## config.mk

```make
export PLATFORM = sky130hd
export DESIGN_NAME = amqp_frame_deframer_core
export DESIGN_NICKNAME = d
export VERILOG_FILES = /design/src/rtl/amqpfd_pkg.sv /design/src/rtl/amqpfd_parser.sv /design/src/rtl/amqpfd_out_reg.sv /design/src/rtl/amqp_frame_deframer_core.sv
export SDC_FILE = /design/constraint.sdc
export NUM_CORES = 1
export LEC_CHECK = 0
export ABC_AREA = 0
export BUFFER_PORTS_ARGS = -buffer_cell sky130_fd_sc_hd__buf_2
export CAP_MARGIN = 20
export CORE_MARGIN = 1
export CORE_UTILIZATION = 38
export CTS_BUF_LIST = sky130_fd_sc_hd__clkbuf_2 sky130_fd_sc_hd__clkbuf_4 sky130_fd_sc_hd__clkbuf_8
export DETAILED_ROUTE_END_ITERATION = 12
export HOLD_SLACK_MARGIN = 0.15
export REMOVE_ABC_BUFFERS = 1
export SLEW_MARGIN = 20
export SYNTH_ARGS = -nofsm -noshare
export SYNTH_HDL_FRONTEND = slang
export SYNTH_HIERARCHICAL = 1
export SYNTH_SLANG_ARGS = --single-unit
```

## constraint.sdc

```tcl
create_clock -name aclk -period 9.9 [get_ports aclk]
set_clock_uncertainty 0.15 [all_clocks]
set_input_delay 2.475 -clock aclk [delete_from_list [all_inputs] [get_ports aclk]]
set_output_delay 2.475 -clock aclk [all_outputs]
set_load 0.02 [all_outputs]
```

## src/rtl/amqpfd_pkg.sv

```systemverilog
// shared types and constants of the amqp frame deframer
`default_nettype none

package amqpfd_pkg;

    localparam int unsigned BYTE_W   = 8;
    localparam int unsigned CHAN_W   = 16;
    localparam int unsigned LEN_W    = 32;
    localparam int unsigned STATUS_W = 2;
    localparam int unsigned HCNT_W   = 3;
    localparam int unsigned CFG_IDX_W = 8;

    localparam logic [HCNT_W-1:0] HDR_LAST_IDX = 3'd6;

    localparam logic [STATUS_W-1:0] STATUS_OK      = 2'd0;
    localparam logic [STATUS_W-1:0] STATUS_LEN_ERR = 2'd1;
    localparam logic [STATUS_W-1:0] STATUS_END_ERR = 2'd2;
    localparam logic [STATUS_W-1:0] STATUS_DROPPED = 2'd3;

    localparam logic [CFG_IDX_W-1:0] REG_MAX_PAYLOAD = 8'd0;
    localparam logic [CFG_IDX_W-1:0] REG_END_MARKER  = 8'd1;

    localparam logic [LEN_W-1:0]  MAX_PAYLOAD_RST = 32'd131072;
    localparam logic [BYTE_W-1:0] END_MARKER_RST  = 8'd206;

    typedef enum logic [3:0] {
        PH_HEADER  = 4'b0001,
        PH_PAYLOAD = 4'b0010,
        PH_END     = 4'b0100,
        PH_ERROR   = 4'b1000
    } phase_t;

    typedef struct packed {
        logic [BYTE_W-1:0]   payload_byte;
        logic                payload_valid;
        logic                payload_last;
        logic [BYTE_W-1:0]   frame_type;
        logic [CHAN_W-1:0]   channel;
        logic [LEN_W-1:0]    payload_length;
        logic                header_done;
        logic                frame_done;
        logic [STATUS_W-1:0] status;
    } result_t;

endpackage

`default_nettype wire

```

## src/rtl/amqpfd_parser.sv

```systemverilog
// input register, config registers and frame parsing state machine
`default_nettype none

module amqpfd_parser
    import amqpfd_pkg::*;
(
    input  wire logic                 aclk,
    input  wire logic                 aresetn,
    input  wire logic                 s_valid,
    output logic                      s_ready,
    input  wire logic [BYTE_W-1:0]    s_data_byte,
    input  wire logic                 cfg_valid,
    output logic                      cfg_ready,
    input  wire logic [CFG_IDX_W-1:0] cfg_index,
    input  wire logic [LEN_W-1:0]     cfg_data,
    output logic                      res_valid,
    input  wire logic                 res_ready,
    output result_t                   res
);

    logic              in_vld_reg;
    logic [BYTE_W-1:0] in_byte_reg;

    logic [LEN_W-1:0]  max_payload_reg;
    logic [BYTE_W-1:0] end_marker_reg;

    phase_t            phase_reg, phase_next;
    logic [HCNT_W-1:0] header_count_reg, header_count_next;
    logic [BYTE_W-1:0] type_reg, type_next;
    logic [CHAN_W-1:0] channel_reg, channel_next;
    logic [LEN_W-1:0]  length_reg, length_next;
    logic [LEN_W-1:0]  bytes_left_reg, bytes_left_next;

    logic step;

    assign cfg_ready = 1'b1;
    assign res_valid = in_vld_reg;
    assign step      = in_vld_reg && res_ready;
    assign s_ready   = !in_vld_reg || res_ready;

    // input stage
    always_ff @(posedge aclk) begin
        if (!aresetn) begin
            in_vld_reg <= 1'b0;
        end else if (s_ready) begin
            in_vld_reg <= s_valid;
        end
        if (s_valid && s_ready) begin
            in_byte_reg <= s_data_byte;
        end
    end

    // configuration registers
    always_ff @(posedge aclk) begin
        if (!aresetn) begin
            max_payload_reg <= MAX_PAYLOAD_RST;
            end_marker_reg  <= END_MARKER_RST;
        end else if (cfg_valid && cfg_ready) begin
            if (cfg_index == REG_MAX_PAYLOAD) begin
                max_payload_reg <= cfg_data;
            end else if (cfg_index == REG_END_MARKER) begin
                end_marker_reg <= cfg_data[BYTE_W-1:0];
            end
        end
    end

    // next state and result for the request in the input stage
    always_comb begin
        phase_next        = phase_reg;
        header_count_next = header_count_reg;
        type_next         = type_reg;
        channel_next      = channel_reg;
        length_next       = length_reg;
        bytes_left_next   = bytes_left_reg;

        res.payload_byte  = '0;
        res.payload_valid = 1'b0;
        res.payload_last  = 1'b0;
        res.header_done   = 1'b0;
        res.frame_done    = 1'b0;
        res.status        = STATUS_OK;

        case (phase_reg)
            PH_HEADER: begin
                if (header_count_reg == 3'd0) begin
                    type_next = in_byte_reg;
                end else if (header_count_reg inside {3'd1, 3'd2}) begin
                    channel_next = {channel_reg[CHAN_W-BYTE_W-1:0], in_byte_reg};
                end else begin
                    length_next = {length_reg[LEN_W-BYTE_W-1:0], in_byte_reg};
                end
                if (header_count_reg >= HDR_LAST_IDX) begin
                    header_count_next = '0;
                    if (length_next > max_payload_reg) begin
                        res.status = STATUS_LEN_ERR;
                        phase_next = PH_ERROR;
                    end else begin
                        res.header_done = 1'b1;
                        bytes_left_next = length_next;
                        phase_next      = (length_next == '0) ? PH_END : PH_PAYLOAD;
                    end
                end else begin
                    header_count_next = header_count_reg + 3'd1;
                end
            end
            PH_PAYLOAD: begin
                res.payload_byte  = in_byte_reg;
                res.payload_valid = 1'b1;
                if (bytes_left_reg <= 32'd1) begin
                    bytes_left_next  = '0;
                    res.payload_last = 1'b1;
                    phase_next       = PH_END;
                end else begin
                    bytes_left_next = bytes_left_reg - 32'd1;
                end
            end
            PH_END: begin
                if (in_byte_reg == end_marker_reg) begin
                    res.frame_done    = 1'b1;
                    phase_next        = PH_HEADER;
                    header_count_next = '0;
                end else begin
                    res.status = STATUS_END_ERR;
                    phase_next = PH_ERROR;
                end
            end
            default: begin
                res.status = STATUS_DROPPED;
            end
        endcase

        res.frame_type     = type_next;
        res.channel        = channel_next;
        res.payload_length = length_next;
    end

    always_ff @(posedge aclk) begin
        if (!aresetn) begin
            phase_reg        <= PH_HEADER;
            header_count_reg <= '0;
            type_reg         <= '0;
            channel_reg      <= '0;
            length_reg       <= '0;
            bytes_left_reg   <= '0;
        end else if (step) begin
            phase_reg        <= phase_next;
            header_count_reg <= header_count_next;
            type_reg         <= type_next;
            channel_reg      <= channel_next;
            length_reg       <= length_next;
            bytes_left_reg   <= bytes_left_next;
        end
    end

    // error phase is sticky until reset
    a_error_sticky: assert property (@(posedge aclk) disable iff (!aresetn)
        phase_reg == PH_ERROR |=> phase_reg == PH_ERROR)
        else $error("left error phase without reset");

    // header counter stays within the seven header bytes
    a_hcount_range: assert property (@(posedge aclk) disable iff (!aresetn)
        header_count_reg <= HDR_LAST_IDX)
        else $error("header count out of range");

    // payload phase always has at least one byte outstanding
    a_payload_left: assert property (@(posedge aclk) disable iff (!aresetn)
        phase_reg == PH_PAYLOAD |-> bytes_left_reg != '0)
        else $error("payload phase with no bytes left");

    // a completed header moves on to payload or end marker
    a_hdr_done_next: assert property (@(posedge aclk) disable iff (!aresetn)
        step && res.header_done |=> (phase_reg == PH_PAYLOAD || phase_reg == PH_END))
        else $error("header done without frame body phase");

endmodule

`default_nettype wire

```

## src/rtl/amqpfd_out_reg.sv

```systemverilog
// result register of the deframer with valid/ready handshake
`default_nettype none

module amqpfd_out_reg
    import amqpfd_pkg::*;
(
    input  wire logic    aclk,
    input  wire logic    aresetn,
    input  wire logic    res_valid,
    output logic         res_ready,
    input  wire result_t res,
    output logic         m_valid,
    input  wire logic    m_ready,
    output result_t      m_res
);

    logic    out_vld_reg;
    result_t out_data_reg;

    assign res_ready = !out_vld_reg || m_ready;
    assign m_valid   = out_vld_reg;
    assign m_res     = out_data_reg;

    always_ff @(posedge aclk) begin
        if (!aresetn) begin
            out_vld_reg <= 1'b0;
        end else if (res_ready) begin
            out_vld_reg <= res_valid;
        end
        if (res_valid && res_ready) begin
            out_data_reg <= res;
        end
    end

endmodule

`default_nettype wire

```

## src/rtl/amqp_frame_deframer_core.sv

```systemverilog
// amqp frame deframer top level
// input stage and result register lie between s_data_byte and the m_ports
// throughput: one byte per clock; input stage and result register each hand over
// in the cycle they are emptied, so back-pressure stalls without bubbles
// reset (aresetn low, synchronous): header phase, counters and header fields cleared,
// max_payload 131072 and end_marker 206, both channels empty
`default_nettype none

module amqp_frame_deframer_core
    import amqpfd_pkg::*;
(
    input  wire logic                 aclk,
    input  wire logic                 aresetn,
    input  wire logic                 s_valid,
    output logic                      s_ready,
    input  wire logic [BYTE_W-1:0]    s_data_byte,
    output logic                      m_valid,
    input  wire logic                 m_ready,
    output logic [BYTE_W-1:0]         m_payload_byte,
    output logic                      m_payload_valid,
    output logic                      m_payload_last,
    output logic [BYTE_W-1:0]         m_frame_type,
    output logic [CHAN_W-1:0]         m_channel,
    output logic [LEN_W-1:0]          m_payload_length,
    output logic                      m_header_done,
    output logic                      m_frame_done,
    output logic [STATUS_W-1:0]       m_status,
    input  wire logic                 cfg_valid,
    output logic                      cfg_ready,
    input  wire logic [CFG_IDX_W-1:0] cfg_index,
    input  wire logic [LEN_W-1:0]     cfg_data
);

    logic    res_valid;
    logic    res_ready;
    result_t res;
    result_t m_res;

    amqpfd_parser u_parser (
        .aclk        (aclk),
        .aresetn     (aresetn),
        .s_valid     (s_valid),
        .s_ready     (s_ready),
        .s_data_byte (s_data_byte),
        .cfg_valid   (cfg_valid),
        .cfg_ready   (cfg_ready),
        .cfg_index   (cfg_index),
        .cfg_data    (cfg_data),
        .res_valid   (res_valid),
        .res_ready   (res_ready),
        .res         (res)
    );

    amqpfd_out_reg u_out_reg (
        .aclk      (aclk),
        .aresetn   (aresetn),
        .res_valid (res_valid),
        .res_ready (res_ready),
        .res       (res),
        .m_valid   (m_valid),
        .m_ready   (m_ready),
        .m_res     (m_res)
    );

    assign m_payload_byte   = m_res.payload_byte;
    assign m_payload_valid  = m_res.payload_valid;
    assign m_payload_last   = m_res.payload_last;
    assign m_frame_type     = m_res.frame_type;
    assign m_channel        = m_res.channel;
    assign m_payload_length = m_res.payload_length;
    assign m_header_done    = m_res.header_done;
    assign m_frame_done     = m_res.frame_done;
    assign m_status         = m_res.status;

endmodule

`default_nettype wire
```

# Word level (Yosys, flattened, before mapping)
# Index checks and enable logic that the tools add are counted.
word_totals:
  register_bits: 215
  in_bits: 53
  output_inout_bits: 73
op_classes:
  n_addsub: 2
  n_lt_le_gt_ge: 3
  n_eq_ne: 11
  mux: 30
  bitwise_logic: 1
  reduce_logical: 19
ops:
  columns: ["op", "count"]
  rows:
  - ["32-bit 2-to-1 mux", 7]
  - ["32-bit one-hot mux with 2 select lines", 1]
  - ["16-bit 2-to-1 mux", 3]
  - ["32-bit greater-than comparator", 1]
  - ["32-bit by 1-bit <= comparator with 1-bit output (second input constant)", 1]
  - ["32-bit zero test", 1]
  - ["32-bit by 1-bit subtractor with 32-bit output (second input constant)", 1]
  - ["4-bit 2-to-1 mux", 4]
  - ["8-bit 2-to-1 mux", 2]
  - ["4-bit one-hot mux with 3 select lines", 1]
  - ["3-bit 2-to-1 mux", 3]
  - ["8-bit by 1-bit equality test with 1-bit output (second input constant)", 1]
  - ["8-bit equality test", 1]
  - ["8-bit zero test", 1]
  - ["4-bit AND reduction", 2]
  - ["2-bit 2-to-1 mux", 3]
  - ["2-bit by 1-bit != test with 1-bit output (second input constant)", 3]
  - ["2-bit one-hot mux with 3 select lines", 1]
  - ["3-bit one-hot mux with 2 select lines", 1]
  - ["3-bit AND reduction", 2]
  - ["2-bit nonzero test", 3]
  - ["4-bit by 1-bit equality test with 1-bit output (second input constant)", 1]
  - ["4-bit by 2-bit equality test with 1-bit output (second input constant)", 1]
  - ["4-bit by 3-bit equality test with 1-bit output (second input constant)", 1]
  - ["other kinds (13)", 20]

# Longest topological paths before layout
# Gate-level depths: netlist of the first run.
depth:
  word_depth: 10
  depth_mapped: 17
  mapped_depth_nobuf: 14

# Cells and area by module
# The synthesis of the first run kept the hierarchy.
by_module_without_submodules:
  columns: ["module", "n_inst", "cells_each", "area_each_um2"]
  rows:
  - ["amqpfd_parser", 1, 1059, 8275.4]
  - ["amqpfd_out_reg", 1, 75, 2159.6]

# Worst setup path after synthesis of the first run
# OpenSTA, ideal clock, no wires.
synth_path:
  path_kind: "input to output"
  start: "input m_ready"
  end: "output s_ready"
  arrival_time_ns: 2.864
  setup_slack_ns: 4.411
  cell_stages: 2
  path_buffers: 0
  path_cell_list: "nand2b_4 -> nand2b_1"
synth_via:
  elab_chain_cells: 2
synth_rtl:
  columns: ["element", "line_no", "source"]
  rows:
  - ["start, declared", "amqp_frame_deframer_core.sv:18", "input wire logic m_ready,"]
  - ["1-bit logical OR", "amqpfd_out_reg.sv:20", "assign res_ready = !out_vld_reg || m_ready;"]
  - ["1-bit logical OR", "amqpfd_parser.sv:39", "assign s_ready = !in_vld_reg || res_ready;"]
  - ["end, declared", "amqp_frame_deframer_core.sv:15", "output logic s_ready,"]
# Every way passes these cells.

# Worst setup path in the final report of the first run
layout_path:
  start: "input m_ready"
  end: "output s_ready"
layout_via:
  elab_chain_cells: 2
layout_rtl:
  columns: ["element", "line_no", "source"]
  rows:
  - ["1-bit logical OR", "amqpfd_out_reg.sv:20", null]
  - ["via res_ready", "amqp_frame_deframer_core.sv:35", "logic res_ready;"]
  - ["1-bit logical OR", "amqpfd_parser.sv:39", null]
# The timed path passes the listed nets, and every way through them passes these cells.

==> flow_metrics.py, run 1 <==
metrics = {
    "layout": {
        "mostFrequentLayoutCells": "nand2_1 (140), dfxtp_1 (137), buf_2 (124)",
        "drive_gt1_share_pct": 19.32,
        "area_growth_pct": 15.86,
        "mostFrequentLayoutCell": "nand2_1",
        "final_nets": 1331,
        "fin_util_pct": 44.86,
        "largest_reg_flops": 70,
    },
    "grt": {
        "grt_pass1_vias": 8362,
        "grt_max_degree": 71,
        "met1_usage_pct": 25.88,
        "grt_util_met2_pct": 33.28,
        "overflow": 0,
        "grt_first_pass_wirelength_um": 44950,
        "met3_usage_pct": 4.656,
        "grt.busiest_layer": "met2",
        "antenna_found_initial": 5,
        "grt_usage_pct": 20.08,
    },
    "flow_run": {
        "max_cap_violations": 0,
    },
    "timing": {
        "slew_headroom_pct": 27.11,
        "rsz0062_at_grt": "no",
        "report.final.slew_viol_count": 0,
        "setup_viol": 0,
        "worst_slew_pin_slew_ns": 1.091,
        "post-route-period-util_pct": 57.30,
        "max_freq_ghz": 0.1763,
        "min_period_ns": 5.673,
        "hold_violations": 0,
        "setup_tns_ns": 0,
    },
    "cts": {
        "cts_resized": 0,
        "ctsHoldBuffers": 0,
        "insertion_delay_ns": 0.53,
        "cts_buffer_depth": 3,
        "htree_levels": 2,
        "cts-buffers-inserted": 37,
        "ctsRootBufferMaster": "clkbuf_8",
        "cts_tree": "done",
        "cts_sinks": 215,
        "cts.clk_slew.worst_paths_ns": 0.06,
        "postCtsSetupBuffers": 0,
    },
    "routing": {
        "final_antenna_net_count": 0,
        "vias_per_cell": 5.370,
        "vias": 8645,
        "finalWirelength_um": 28290,
        "drt_iter0_drc": 658,
        "first_pass_iters": 5,
        "wl_per_cell_um": 17.57,
        "drc": 0,
    },
    "outcome": {
        "status": "finished, final reports clean",
    },
    "power": {
        "finalPower_mw": 2.050,
        "peakVddDrop_uv": 101.8,
        "swShare_pct": 26.56,
        "p_per_area_nw_per_um2": 169.6,
        "pwr-share-seq_pct": 47.7,
        "p_clk_share_pct": 40.1,
        "power_frac_comb_pct": 12.2,
        "switchingPower_mw": 0.5446,
        "p_leak_nw": 5.077,
        "internal_power_mw": 1.505,
    },
    "yosys": {
        "synth_area_per_cell_um2": 9.202,
        "yosys-top-cells-area": "dfxtp_1 (26%), edfxtp_1 (22%), nand2_1 (5.0%)",
        "synth_edf_count": 78,
        "synthFlopType": "dfxtp_1",
        "yosysSeqAreaShare_pct": 48.73,
        "ys_warn_count": 6,
        "synth.top_cell.area_share_pct": 26.28,
        "synth_top_cell_by_area": "dfxtp_1",
        "ys_types": 63,
        "synth_cells": 1134,
        "synth_seq_cells": 215,
        "synth_area_um2": 10440,
        "async_reset_ff_share_pct": 0,
    },
    "worst_setup_path": {
        "critPathMaxFanout": 5,
        "required_ns": 7.28,
        "worstSetupPathType": "in2out",
        "end_kind": "primary output",
        "start_kind": "input pin",
        "critical_path_arrival_ns": 3.05,
        "r2r_slack_ns": 4.30,
    },
    "die": {
        "die_h_um": 167.7,
        "die_x_um": 167.7,
        "dieArea_um2": 28130,
        "io_pins": 126,
        "row_count": 60,
        "start_util_pct": 38.72,
        "core_area_um2": 26950,
    },
    "placement": {
        "place_congestion": 0.8589,
        "dp_hpwl_um": 18760,
        "io_buffers": 124,
    },
    "hold_path": {
        "hold_class": "reg2reg",
    },
}
-- metal layers --
layer  part of all wire [%]  wire, um  vias up
met5                  0.071        20        -
met4                    2.3       663        4
met3                    7.1      2022       57
met2                     47     13210      278
met1                     44     12370     4045
li1                       -         -     4261
-- cell type report --
cell class	count	area, um^2
fill	2622	14860
sequential	215	5085
multi-input combinational	776	4815
timing repair buffer	138	729.5
clock buffer	57	709.4
tap	341	426.7
inverter	72	271.5
clock inverter	10	51.30
antenna	1	2.502
-- stage by stage --
stage | std cells | worst slack (ns) | cell area, um^2 | hold slack, ns
4_1_cts | 1608 | 4.225 | 12080 | 0.3051
5_1_grt | 1610 | 3.968 | 12090 | 0.3225
6_report | 1610 | 4.227 | 12090 | 0.3035
2_1_floorplan | 1063 | 4.011 | 10140 | 0.2863
3_5_place_dp | 1541 | 4.231 | 11320 | 0.2968
3_3_place_gp | 1541 | 4.227 | 11320 | 0.2947
-- synthesized netlist by cell type, drive strengths merged (24+ instances only) --
library cell,n
edfxtp,78
nand2,140
mux2,24
nor3,45
a21oi,63
inv,71
dfxtp,137
nor2,126
and2,26
a211oi,39
clkbuf,62
mux2i,41
o21ai,60
ha,38
-- worst max-delay path, cell delays in order --
cell and delay (ns):
buf_2 0.10, nand2b_4 0.15, nand2b_1 0.16, buf_2 0.17
-- final timing paths --
path / endpoint / cells past startpoint / from
worst max-delay path: s_ready / 4 / m_ready
worst min-delay path: u_parser/max_payload_reg[6] / 2 / u_parser/max_payload_reg[6]
worst max register to register: u_parser/bytes_left_reg[20] / 15 / u_parser/header_count_reg[0]
worst min register to register: u_parser/max_payload_reg[6] / 2 / u_parser/max_payload_reg[6]
-- power groups by stage --
| stage | Sequential, mW | Combinational [mW] | Clock [mW] |
|---|---|---|---|
| after floorplan | 1.01 | 0.147 | 0 |
| after global placement | 0.997 | 0.246 | 0 |
| after detailed placement | 0.997 | 0.250 | 0 |
| after CTS | 0.979 | 0.251 | 0.845 |
| after global routing | 0.983 | 0.277 | 0.886 |
| final | 0.979 | 0.250 | 0.821 |
-- cells by family after synthesis --
group,after synthesis,share of synthesized area (%)
xor+xnor,15,1.259
buf+inv,143,5.384
simple gates,412,18.29
compound gates,245,15.23
fa+ha+maj,38,4.556
other cells,1,0.03594
flops,215,48.73
mux,65,6.523
Power figures use the tool's default switching activity.
==> run 2, diff against run 1 <==
Settings changed: ABC_AREA 0 to 1.
Clock period 9.9 ns to 5.8 ns, I/O delays scaled along.
==> run 2 against run 1 <==
  * Sequential share of layout area fell by 2.7 points
  * Die area rose by 7.3%
  * Final area rose by 6.8%
  * Utilization fell by 0.12 points
  * Hold slack improved by 0.016 ns
  * Register-to-register slack got worse by 3.1 ns
  * Flip-flop and latch count did not move
  * Clock-buffer cell count rose by 5
  * Final cell count rose by 26%
  * Routed wire length rose by 5.2%
  * Via count rose by 15%
==> flow_metrics.py, run 2 <==
metrics = {
    "grt": {
        "antenna_found_initial": 0,
        "grt_usage_pct": 19.75,
        "grt_pass1_vias": 9040,
        "grt_max_degree": 106,
        "grt_util_met2_pct": 31.51,
        "grt.busiest_layer": "met2",
        "overflow": 0,
        "grt_first_pass_wirelength_um": 47750,
        "met3_usage_pct": 2.807,
        "met1_usage_pct": 27.75,
    },
    "cts": {
        "cts_tree": "done",
        "htree_levels": 2,
        "cts-buffers-inserted": 39,
        "cts_resized": 0,
        "ctsRootBufferMaster": "clkbuf_8",
        "insertion_delay_ns": 0.55,
        "ctsHoldBuffers": 0,
        "cts_sinks": 215,
        "postCtsSetupBuffers": 0,
        "cts.clk_slew.worst_paths_ns": 0.06,
        "cts_buffer_depth": 3,
    },
    "routing": {
        "vias_per_cell": 4.896,
        "finalWirelength_um": 29770,
        "final_antenna_net_count": 0,
        "drt_iter0_drc": 859,
        "drc": 0,
        "vias": 9909,
        "wl_per_cell_um": 14.71,
        "first_pass_iters": 6,
    },
    "yosys": {
        "yosysSeqAreaShare_pct": 45.39,
        "synth_area_per_cell_um2": 7.454,
        "yosys-top-cells-area": "dfxtp_1 (24%), edfxtp_1 (21%), nand2_1 (10%)",
        "synth_edf_count": 78,
        "synth_area_um2": 11200,
        "synth_cells": 1503,
        "ys_types": 41,
        "synth_seq_cells": 215,
        "ys_warn_count": 6,
        "synth_common_cells": "nand2_1 (303), inv_1 (220), nor2_1 (184)",
        "synth_top_cell_by_area": "dfxtp_1",
        "synthFlopType": "dfxtp_1",
        "async_reset_ff_share_pct": 0,
        "synth.top_cell.area_share_pct": 24.48,
        "synth_most_common_cell": "nand2_1",
    },
    "timing": {
        "post-route-period-util_pct": 79.64,
        "hold_violations": 0,
        "rsz0062_at_grt": "no",
        "report.final.slew_viol_count": 0,
        "max_freq_ghz": 0.2165,
        "worst_slew_pin_slew_ns": 0.9772,
        "setup_viol": 0,
        "setup_tns_ns": 0,
        "min_period_ns": 4.619,
        "slew_headroom_pct": 34.62,
    },
    "layout": {
        "instances_no_fill": 2024,
        "ff_latch_area_um2": 5085,
        "multi_input_area_um2": 4925,
        "drive_gt1_share_pct": 14.39,
        "area_growth_pct": 15.26,
        "fill_cells": 2951,
        "mostFrequentLayoutCell": "nand2_1",
        "mostFrequentLayoutCells": "nand2_1 (302), inv_1 (220), nor2_1 (184)",
        "fin_util_pct": 44.75,
        "antenna_cells": 0,
        "fin_area_um2": 12910,
        "largest_reg_flops": 70,
        "final_nets": 1702,
    },
    "die": {
        "io_pins": 126,
        "core_area_um2": 28860,
        "die_h_um": 173.7,
        "dieArea_um2": 30170,
        "row_count": 62,
        "start_util_pct": 38.82,
        "die_x_um": 173.7,
    },
    "worst_setup_path": {
        "required_ns": 6.08,
        "critical_path_arrival_ns": 4.90,
        "worstSetupPathType": "reg2reg",
        "r2r_slack_ns": 1.18,
        "start_kind": "register",
        "critPathMaxFanout": 41,
        "end_kind": "register",
    },
    "placement": {
        "dp_hpwl_um": 21120,
        "placed_area_um2": 12050,
        "io_buffers": 124,
        "place_congestion": 0.9110,
        "post-place-cells": 1954,
    },
    "power": {
        "peakVddDrop_uv": 118.0,
        "internal_power_mw": 2.880,
        "p_clk_share_pct": 36.8,
        "swShare_pct": 31.80,
        "pwr-share-seq_pct": 40.4,
        "p_leak_nw": 6.258,
        "switchingPower_mw": 1.343,
        "finalPower_mw": 4.223,
        "power_frac_comb_pct": 22.8,
        "p_per_area_nw_per_um2": 327.0,
    },
    "hold_path": {
        "hold_class": "reg2reg",
    },
    "outcome": {
        "status": "finished, final reports clean",
    },
    "flow_run": {
        "max_cap_violations": 0,
    },
}
## run 2: metal layers
layer	routed length [um]	vias to the layer above
li1	-	5057
met1	13940	4546
met2	13580	264
met3	1697	42
met4	545	0
met5	0	-
## run 2: logic make-up after synthesis
logic type / count (synthesis) / share of synthesized area (%)
compound gates: 330 / 15.35
xor+xnor: 28 / 2.189
fa+ha+maj: 38 / 4.244
buf+inv: 297 / 10.82
flops: 215 / 45.39
other cells: 1 / 0.03347
simple gates: 594 / 21.98
## run 2: final cells by class
class	instances	area share, %
clock buffers	62	5.833
clock inverters	8	0.7946
inverters	228	6.628
multi-input cells	991	38.14
flip-flops and latches	215	39.38
well taps	384	3.721
repair buffers	136	5.504
## run 2: through the flow
stage	worst slack (ns)	hold WS, ns
3_3_place_gp	1.401	0.3020
2_1_floorplan	0.2865	0.2847
4_1_cts	1.168	0.3192
3_5_place_dp	1.199	0.3115
5_1_grt	0.6336	0.3516
6_report	1.181	0.3200
## run 2: final timing paths
check	start	end	depth (start not counted)
setup reg to reg	u_parser/header_count_reg[0]	u_parser/bytes_left_reg[26]	17
hold reg to reg	u_parser/max_payload_reg[28]	u_parser/max_payload_reg[28]	2
setup / recovery	u_parser/header_count_reg[0]	u_parser/bytes_left_reg[26]	17
hold / removal	u_parser/max_payload_reg[28]	u_parser/max_payload_reg[28]	2
## run 2: critical path, cell delays in order (launching register included)
cell and delay [ns]:
dfxtp_1 0.36, inv_1 0.10, ha_1 0.21, nand2_2 0.48
nand2_4 0.40, nand2_1 0.16, nand2_1 0.17, ha_1 0.35
nand2_1 0.10, nor3_2 0.21, and3_1 0.22, nand2_1 0.07
nand2_1 0.07, nand3_1 0.54, nand2_2 0.65, nand2_1 0.11
nand2_1 0.08, nor2_1 0.04
## run 2: power by group through the flow
stage / combinational (mW) / sequential, mW / clock (mW)
after floorplan: 0.631 / 1.77 / 0
after detailed placement: 0.953 / 1.74 / 0
after global routing: 1.09 / 1.72 / 1.66
after global placement: 0.940 / 1.74 / 0
after CTS: 0.958 / 1.71 / 1.60
final: 0.963 / 1.71 / 1.55
==> run 3, diff against run 2 <==
Settings changed: ABC_AREA 1 to 0.
Clock period 5.8 ns to 3.7 ns, I/O delays scaled along.
==> run 3 against run 2 <==
  * Routed wire length grew 6.6%
  * Hold slack lost 0.017 ns
  * The flow now finishes with violations (setup timing)
  * Largest power group unchanged
  * Critical path depth grew 2
  * First-iteration DRC count shrank 14%
  * Die area shrank 6.8%
  * Non-clock buffer count grew 129
  * Register-to-register slack lost 1.4 ns
  * Total power grew 41%
  * Via count shrank 5.3%
  * Final cell count shrank 14%
  * Sequential share of layout area shrank 2.9 points
  * Setup slack lost 1.4 ns
  * Largest cell class is now multi-input gates
==> flow_metrics.py, run 3 (synthesis gave the netlist of run 1 again) <==
metrics = {
    "outcome": {
        "violations": "setup timing",
        "status": "complete, but fails checks",
    },
    "timing": {
        "max_freq_ghz": 0.2579,
        "setup_viol": 32,
        "post-route-period-util_pct": 104.8,
        "report.final.slew_viol_count": 0,
        "min_period_ns": 3.877,
        "slew_headroom_pct": 30.90,
        "rsz0062_at_grt": "yes",
        "hold_violations": 0,
        "worst_slew_pin_slew_ns": 1.029,
        "setup_ws_ns": -0.1768,
    },
    "layout": {
        "fin_util_pct": 51.75,
        "final_nets": 1459,
        "drive_gt1_share_pct": 31.47,
        "antenna_cells": 0,
        "largest_reg_flops": 70,
        "area_growth_pct": 33.67,
        "mostFrequentLayoutCell": "nand2_1",
        "mostFrequentLayoutCells": "nand2_1 (139), dfxtp_1 (135), buf_2 (124)",
    },
    "cts": {
        "cts_sinks": 215,
        "cts.clk_slew.worst_paths_ns": 0.06,
        "insertion_delay_ns": 0.53,
        "htree_levels": 2,
        "cts_buffer_depth": 3,
        "ctsRootBufferMaster": "clkbuf_8",
        "cts-buffers-inserted": 38,
        "cts_tree": "done",
    },
    "worst_setup_path": {
        "slowest_stage": "dfxtp_4",
        "max_stage_delay_ns": 0.38,
        "critPathMaxFanout": 14,
        "end_kind": "register",
        "worstSetupPathType": "reg2reg",
        "start_kind": "register",
        "critical_path_arrival_ns": 4.20,
        "rr_worst_depth": 19,
        "path_cells": "inv_4 > ha_4 > nor3_4 > nor2_4 > clkbuf_16 > buf_16 > buf_12 > mux2i_2 > inv_1 > ha_1 > nand4_1 > nor4_4 > nand2b_4 > o41ai_4 > buf_4 > a31oi_4 > nand2_4 > bufbuf_16 > a32o_1",
        "required_ns": 4.02,
    },
    "power": {
        "p_per_area_nw_per_um2": 425.4,
        "finalPower_mw": 5.934,
        "p_leak_nw": 5.830,
        "peakVddDrop_uv": 281.0,
    },
    "routing": {
        "vias": 9387,
        "drc": 0,
        "wl_per_cell_um": 18.24,
        "drt_iter0_drc": 743,
        "finalWirelength_um": 31730,
        "vias_per_cell": 5.398,
        "first_pass_iters": 8,
        "final_antenna_net_count": 0,
    },
    "die": {
        "io_pins": 126,
        "start_util_pct": 38.72,
        "die_x_um": 167.7,
        "row_count": 60,
        "die_h_um": 167.7,
        "dieArea_um2": 28130,
        "core_area_um2": 26950,
    },
    "grt": {
        "grt_first_pass_wirelength_um": 49450,
        "grt_max_degree": 71,
        "grt_usage_pct": 22.34,
        "overflow": 0,
        "grt_pass1_vias": 9184,
        "antenna_found_initial": 3,
    },
    "placement": {
        "io_buffers": 124,
        "dp_hpwl_um": 20450,
        "place_congestion": 0.9019,
        "place_ws_ns": -0.4416,
    },
    "hold_path": {
        "hold_class": "reg2reg",
        "min_path_cells": 2,
    },
    "flow_run": {
        "max_cap_violations": 0,
    },
}
[run 3: timing repair]
action                                  CTS  global route
gates resized for setup                  74            57
pin swaps                                12            32
cloned                                    6             2
endpoints found under the setup margin   36            40
hold buffers                              0             0
setup buffers                            40             6
[run 3: path summary, 6_finish.rpt]
check,from,endpoint,slack (ns)
worst min-delay path,u_parser/max_payload_reg[2],u_parser/max_payload_reg[2],0.30
worst min register to register,u_parser/max_payload_reg[2],u_parser/max_payload_reg[2],0.30
worst max-delay path,u_parser/header_count_reg[1],u_parser/bytes_left_reg[3],-0.18
worst max register to register,u_parser/header_count_reg[1],u_parser/bytes_left_reg[3],-0.18
[run 3: through the flow]
stage | TNS (ns) | cell area (um^2) | hold slack, ns | cells
after global placement | -7.473 | 12030 | 0.2944 | 1624
after global routing | -9.454 | 13950 | 0.3217 | 1739
after floorplan | -87.39 | 10140 | 0.2863 | 1063
after detailed placement | -11.77 | 12030 | 0.2965 | 1624
final | -4.248 | 13950 | 0.3026 | 1739
after CTS | -2.289 | 13640 | 0.3045 | 1737
[run 3: metal layers]
metal	wire [um]	global-route usage (%)	up-vias	part of all wire, %
met1	13720	28.45	4391	43
met4	1073	9.533	4	3.4
met3	2326	4.680	74	7.3
met2	14580	36.61	377	46
li1	-	-	4541	-
met5	27	0	-	0.085
[run 3: critical path, delay by kind of cell (launching register included)]
family | cells | cell delay, ns
muxes | 1 | 0.20
DFF | 1 | 0.38
AOI/OAI and AO/OA | 3 | 0.45
and+or+nand+nor | 6 | 1.07
buffers and inverters | 7 | 1.11
adders and majority gates | 2 | 0.44
[run 3: area by class of cell]
type                            count  area, um^2
Inverter                           72       276.5
Fill cell                        2447       13000
Timing Repair Buffer              265        2013
Multi-Input combinational cell    776        5339
Sequential cell                   215        5092
Tap cell                          341       426.7
Clock buffer                       56       689.4
Clock inverter                     14       111.4
[run 3: power by group]
part | total, mW | internal [mW] | switching (mW)
sequential | 2.63 | 2.56 | 0.0709
combinational | 0.982 | 0.450 | 0.531
clock | 2.32 | 1.33 | 0.990
total | 5.93 | 4.34 | 1.59
